**config.mk**
```make
export PLATFORM = sky130hd
export DESIGN_NAME = gps_ctrl
export DESIGN_NICKNAME = d
export VERILOG_FILES = /design/src/rtl/gps_pkg.sv /design/src/rtl/gps_ctrl.sv
export VERILOG_INCLUDE_DIRS = /design/src /design/src/rtl
export SDC_FILE = /design/constraint.sdc
export NUM_CORES = 1
export LEC_CHECK = 0
export ABC_AREA = 1
export BUFFER_PORTS_ARGS = -buffer_cell sky130_fd_sc_hd__buf_2
export CAP_MARGIN = 25
export CORE_AREA = 2 2 39 41
export CTS_BUF_LIST = sky130_fd_sc_hd__clkbuf_8
export CTS_CLUSTER_DIAMETER = 100
export DETAILED_ROUTE_END_ITERATION = 8
export DIE_AREA = 0 0 41 43
export PLACE_DENSITY_LB_ADDON = 0.25
export SYNTH_ARGS = -nofsm -noshare
export SYNTH_HDL_FRONTEND = slang
export SYNTH_SLANG_ARGS = --single-unit
```
**constraint.sdc**
```tcl
create_clock -name clk -period 2.69 [get_ports clk]
set_clock_uncertainty 0.1 [all_clocks]
set_input_delay 0.269 -clock clk [delete_from_list [all_inputs] [get_ports clk]]
set_output_delay 0.269 -clock clk [all_outputs]
set_load 0.02 [all_outputs]
```
**src/rtl/greedy_portfolio_selector_defines.svh**
```systemverilog
// Assertion macros shared by the greedy portfolio selector RTL.
// Depends on clk and rst_n being visible where a macro is used.
`ifndef GREEDY_PORTFOLIO_SELECTOR_DEFINES_SVH
`define GREEDY_PORTFOLIO_SELECTOR_DEFINES_SVH

// Check a consequent in the same cycle as its antecedent.
`define GPS_ASSERT_IMP(lbl, ante, cons, msg) \
    lbl: assert property (@(posedge clk) disable iff (!rst_n) (ante) |-> (cons)) \
        else $error(msg);

// Check a consequent in the cycle after its antecedent.
`define GPS_ASSERT_NXT(lbl, ante, cons, msg) \
    lbl: assert property (@(posedge clk) disable iff (!rst_n) (ante) |=> (cons)) \
        else $error(msg);

`endif

```
**src/rtl/gps_pkg.sv**
```systemverilog
// Package for the greedy portfolio selector: field widths, codes, state type
// and the command/status structs between controller and datapath. No dependencies.
package gps_pkg;

    localparam int PSIZE_W = 5;
    localparam int GCNT_W  = 7;
    localparam int CCNT_W  = 12;
    localparam int GIDX_W  = 6;
    localparam int CAND_W  = 11;
    localparam int COST_W  = 32;
    localparam int TOTAL_W = 38;

    localparam int CFG_IDX_W  = 2;
    localparam int CFG_DATA_W = CCNT_W;

    localparam logic [CFG_IDX_W-1:0] CFG_PORTFOLIO_SIZE  = 2'd0;
    localparam logic [CFG_IDX_W-1:0] CFG_GROUP_COUNT     = 2'd1;
    localparam logic [CFG_IDX_W-1:0] CFG_CANDIDATE_COUNT = 2'd2;

    localparam logic [PSIZE_W-1:0] PSIZE_RESET = 5'd1;
    localparam logic [GCNT_W-1:0]  GCNT_RESET  = 7'd1;
    localparam logic [CCNT_W-1:0]  CCNT_RESET  = 12'd1120;

    localparam logic KIND_LOAD  = 1'b0;
    localparam logic KIND_START = 1'b1;

    typedef enum logic [2:0] {
        ST_IDLE,
        ST_CLEAR,
        ST_SCAN,
        ST_SCAN_DRAIN,
        ST_UPDATE,
        ST_UPD_DRAIN,
        ST_EMIT
    } gps_state_t;

    typedef struct packed {
        logic load;
        logic start;
        logic clear;
        logic scan_begin;
        logic scan_issue;
        logic upd_begin;
        logic upd_issue;
        logic emit;
    } gps_cmd_t;

    typedef struct packed {
        logic clear_done;
        logic scan_end;
        logic upd_end;
        logic pipe_busy;
        logic no_picks;
        logic zero_grp;
        logic out_free;
        logic pick_last;
    } gps_sts_t;

endpackage

```
**src/rtl/gps_ctrl.sv**
```systemverilog
// Controller of the greedy portfolio selector: sequences clear, scan, update
// and emit phases. Uses gps_pkg and greedy_portfolio_selector_defines.svh.
`include "greedy_portfolio_selector_defines.svh"

module gps_ctrl
    import gps_pkg::*;
(
    input  logic     clk,
    input  logic     rst_n,
    input  logic     in_valid,
    input  logic     kind,
    output logic     in_stall,
    input  gps_sts_t sts,
    output gps_cmd_t cmd
);

    gps_state_t state_reg;
    gps_state_t state_next;

    always_ff @(posedge clk or negedge rst_n)
    begin
        if (!rst_n)
        begin
            state_reg <= ST_IDLE;
        end
        else
        begin
            state_reg <= state_next;
        end
    end

    always_comb
    begin
        state_next = state_reg;
        cmd        = '0;
        in_stall   = 1'b1;
        unique case (state_reg)
            ST_IDLE:
            begin
                in_stall = 1'b0;
                if (in_valid)
                begin
                    if (kind == KIND_START)
                    begin
                        cmd.start  = 1'b1;
                        state_next = ST_CLEAR;
                    end
                    else
                    begin
                        cmd.load = 1'b1;
                    end
                end
            end
            ST_CLEAR:
            begin
                cmd.clear = 1'b1;
                if (sts.clear_done)
                begin
                    if (sts.no_picks)
                    begin
                        state_next = ST_IDLE;
                    end
                    else
                    begin
                        cmd.scan_begin = 1'b1;
                        state_next     = ST_SCAN;
                    end
                end
            end
            ST_SCAN:
            begin
                cmd.scan_issue = 1'b1;
                if (sts.scan_end)
                begin
                    state_next = ST_SCAN_DRAIN;
                end
            end
            ST_SCAN_DRAIN:
            begin
                if (!sts.pipe_busy)
                begin
                    if (sts.zero_grp)
                    begin
                        state_next = ST_EMIT;
                    end
                    else
                    begin
                        cmd.upd_begin = 1'b1;
                        state_next    = ST_UPDATE;
                    end
                end
            end
            ST_UPDATE:
            begin
                cmd.upd_issue = 1'b1;
                if (sts.upd_end)
                begin
                    state_next = ST_UPD_DRAIN;
                end
            end
            ST_UPD_DRAIN:
            begin
                if (!sts.pipe_busy)
                begin
                    state_next = ST_EMIT;
                end
            end
            ST_EMIT:
            begin
                if (sts.out_free)
                begin
                    cmd.emit = 1'b1;
                    if (sts.pick_last)
                    begin
                        state_next = ST_IDLE;
                    end
                    else
                    begin
                        cmd.scan_begin = 1'b1;
                        state_next     = ST_SCAN;
                    end
                end
            end
            default:
            begin
                state_next = ST_IDLE;
            end
        endcase
    end

    `GPS_ASSERT_IMP(a_emit_free, cmd.emit, sts.out_free, "pick emitted into a full output register")
    `GPS_ASSERT_IMP(a_idle_drained, state_reg == ST_IDLE, !sts.pipe_busy, "idle with pipeline busy")
    `GPS_ASSERT_IMP(a_update_groups, state_reg == ST_UPDATE, !sts.zero_grp, "update without groups")
    `GPS_ASSERT_NXT(a_pick_next, cmd.emit && !sts.pick_last, state_reg == ST_SCAN, "next pick lost")

endmodule

```
==> run_results.csv <==
group,metric,value,unit
route,vias,485,
setup_path,cp_max_fo,9,
hold_path,worstHoldPathType,"in2async",
sta,fmax,0.553,GHz
status,run_status,"finished clean",
finish,layout_common_cells,"buf_2 (20), nand2_1 (13), nand3_1 (11), inv_1 (9), nor2_1 (9)",
cts,cts_inserted_buffers,3,
route,wl_per_cell,9.89,um
route,firstDrtPassIters,4,
global_route,grt_pass1_wl,1.55,mm
global_route,grt_antenna_before_repair,0,
floorplan,io_pins,21,
job,drv_cap,0,
finish,multiInputGateArea,269,sq um
cts,cts_tree,"done",
logic_synthesis,syn_area,428,sq um
sta,setup_tns,0,ps
global_route,grt-ovfl-total,0,
logic_synthesis,yosys.area.top_type_share,0.175,
logic_synthesis,yosysUniqueCellTypes,18,
floorplan,core-area,1380,sq um
placed_design,place_congestion,0.782,
floorplan,initial_core_util,0.309,
sta,min_period,1810,ps
route,drc,0,
logic_synthesis,postSynthCellCount,69,
cts,insertion_delay,210,ps
pwr,powerDensity,1110,nW/um^2
floorplan,dieHeight,43,um
logic_synthesis,yosys_warnings,0,
logic_synthesis,synth_top_area_cell,"dfrtp_1",
route,viasPerCell,4.53,
sta,slew_violations,0,
sta,relSlewSlack,0.712,
setup_path,path_cells,"inv_4, nand3_1, nor2_2, nand2_1, o31ai_1, buf_2",
setup_path,worstPathArrival,1440,ps
placed_design,dpl.hpwl,832,um
finish,layout.nets,104,
logic_synthesis,ys_ff_latch,3,
route,first_iter_violations,6,
floorplan,die_x,41,um
logic_synthesis,ys_seq_area_frac,0.175,
setup_path,start_kind,"flip-flop",
finish,largest_reg_flops,3,
setup_path,slowest_stage,"dfrtp_1",
global_route,grt_max_degree,11,
cts,cts_sinks,3,
pwr,leakagePower,0.355,nW
setup_path,cp.required,2320,ps
finish,area_delta_synth_final,33.0,%
route,ant_nets,0,
sta,worst-slew-pin-transition,433,ps
sta,setup_viol,0,
finish,layout-drive-gt1-share,0.418,
finish,layout_commonest_cell,"buf_2",
global_route,first_global_vias,435,
setup_path,cp-end-kind,"primary output",
finish,fillers,166,
finish,seqCellArea,75.1,sq um
pwr,irDropWorstVdd,0.000306,V
finish,antenna_cells,0,
route,wl,1.06,mm
sta,hold_viol,0,
setup_path,critical_path_class,"reg2out",
sta,min_period_over_period,0.672,
logic_synthesis,synth_area_leaders,"dfrtp_1 (18%), nand3_1 (13%), nand2_1 (11%)",
setup_path,cpPeakStageDelay,500,ps
cts,cts.path.max_buffers,2,
logic_synthesis,syn_avg_cell_area,6.20,sq um
cts,cts.reportedPaths.clkPinSlew,30,ps
finish,final_util,0.411,
global_route,globalRouteTotalUtil,0.128,
cts,clock-root-buffer,"clkbuf_8",
floorplan,die_area,1760,sq um
cts,cts_resized,0,
placed_design,io_buffers,20,
floorplan,rows,14,
logic_synthesis,syn_nets,81,
sta,rsz0062_at_grt,"false",
cts,cts_max_level,1,
per-layer routing:
metal  wire length [um]  track usage
met1                502        0.146
met2                520        0.213
met3                 35       0.0157
met4                  0       0.0733
met5                  0            0
synth_stat cells:
cell      count
a21oi_1       1
buf_6         3
dfrtp_1       3
inv_1         8
inv_2         2
inv_4         2
nand2_1      13
nand2_2       4
nand3_1      11
nand3_2       2
nand3b_1      1
nand4_1       2
nor2_1        9
nor2_2        3
nor2_4        2
nor3_1        1
nor3b_1       1
o31ai_1       1
through the flow:
step | hold slack [ps] | setup WS (ps) | power (mW) | std cells | instance area, sq um
after CTS | 277 | 887 | 0.634 | 107 | 569
after global routing | 285 | 769 | 0.694 | 107 | 569
after detailed placement | -35.0 | 1120 | 0.504 | 102 | 514
after floorplan | -127 | 969 | 0.454 | 69 | 428
final | 276 | 881 | 0.634 | 107 | 569
after global placement | -35.5 | 1130 | 0.504 | 102 | 514
power breakdown:
part / switching [mW] / total, mW / internal (mW)
clock: 0.0287 / 0.126 / 0.0971
sequential: 0.0685 / 0.135 / 0.0668
combinational: 0.238 / 0.373 / 0.135
critical path, delay by kind of cell (launching register included):
kind / cells / cell delay, ps
compound gates: 1 / 60
buf+inv: 2 / 350
flops: 1 / 500
simple gates: 3 / 310
timing repair:
item                                   4_1_cts  5_1_grt
endpoints found under the hold margin        3        0
setup buffers                                0        0
hold buffers                                 1        0
worst paths after layout:
kind | from | end | slack [ps] | cells after the start
worst max-delay path | state_reg[2]$_DFFE_PN0P_ | cmd[4] | 880 | 6
worst min-delay path | rst_n | state_reg[2]$_DFFE_PN0P_ | 280 | 2
worst max register to register | state_reg[0]$_DFFE_PN0P_ | state_reg[0]$_DFFE_PN0P_ | 1310 | 7
worst min register to register | state_reg[2]$_DFFE_PN0P_ | state_reg[2]$_DFFE_PN0P_ | 600 | 2
max in group asynchronous | rst_n | state_reg[0]$_DFFE_PN0P_ | 2110 | 2
min in group clk | sts[0] | state_reg[1]$_DFFE_PN0P_ | 380 | 6
cell type report:
class,instances,area share
Timing Repair Buffer,21,0.193
Sequential cell,3,0.132
Clock buffer,3,0.0725
Clock inverter,1,0.00659
Inverter,12,0.0879
Tap cell,16,0.0352
Multi-Input combinational cell,51,0.473
logic make-up (layout without fill, tap and decap cells):
logic type,count (synthesis),after routing,synth area share
flops,3,3,0.175
compound gates,2,2,0.0292
buf+inv,15,37,0.196
simple gates,49,49,0.599
Power figures use the tool's default switching activity.
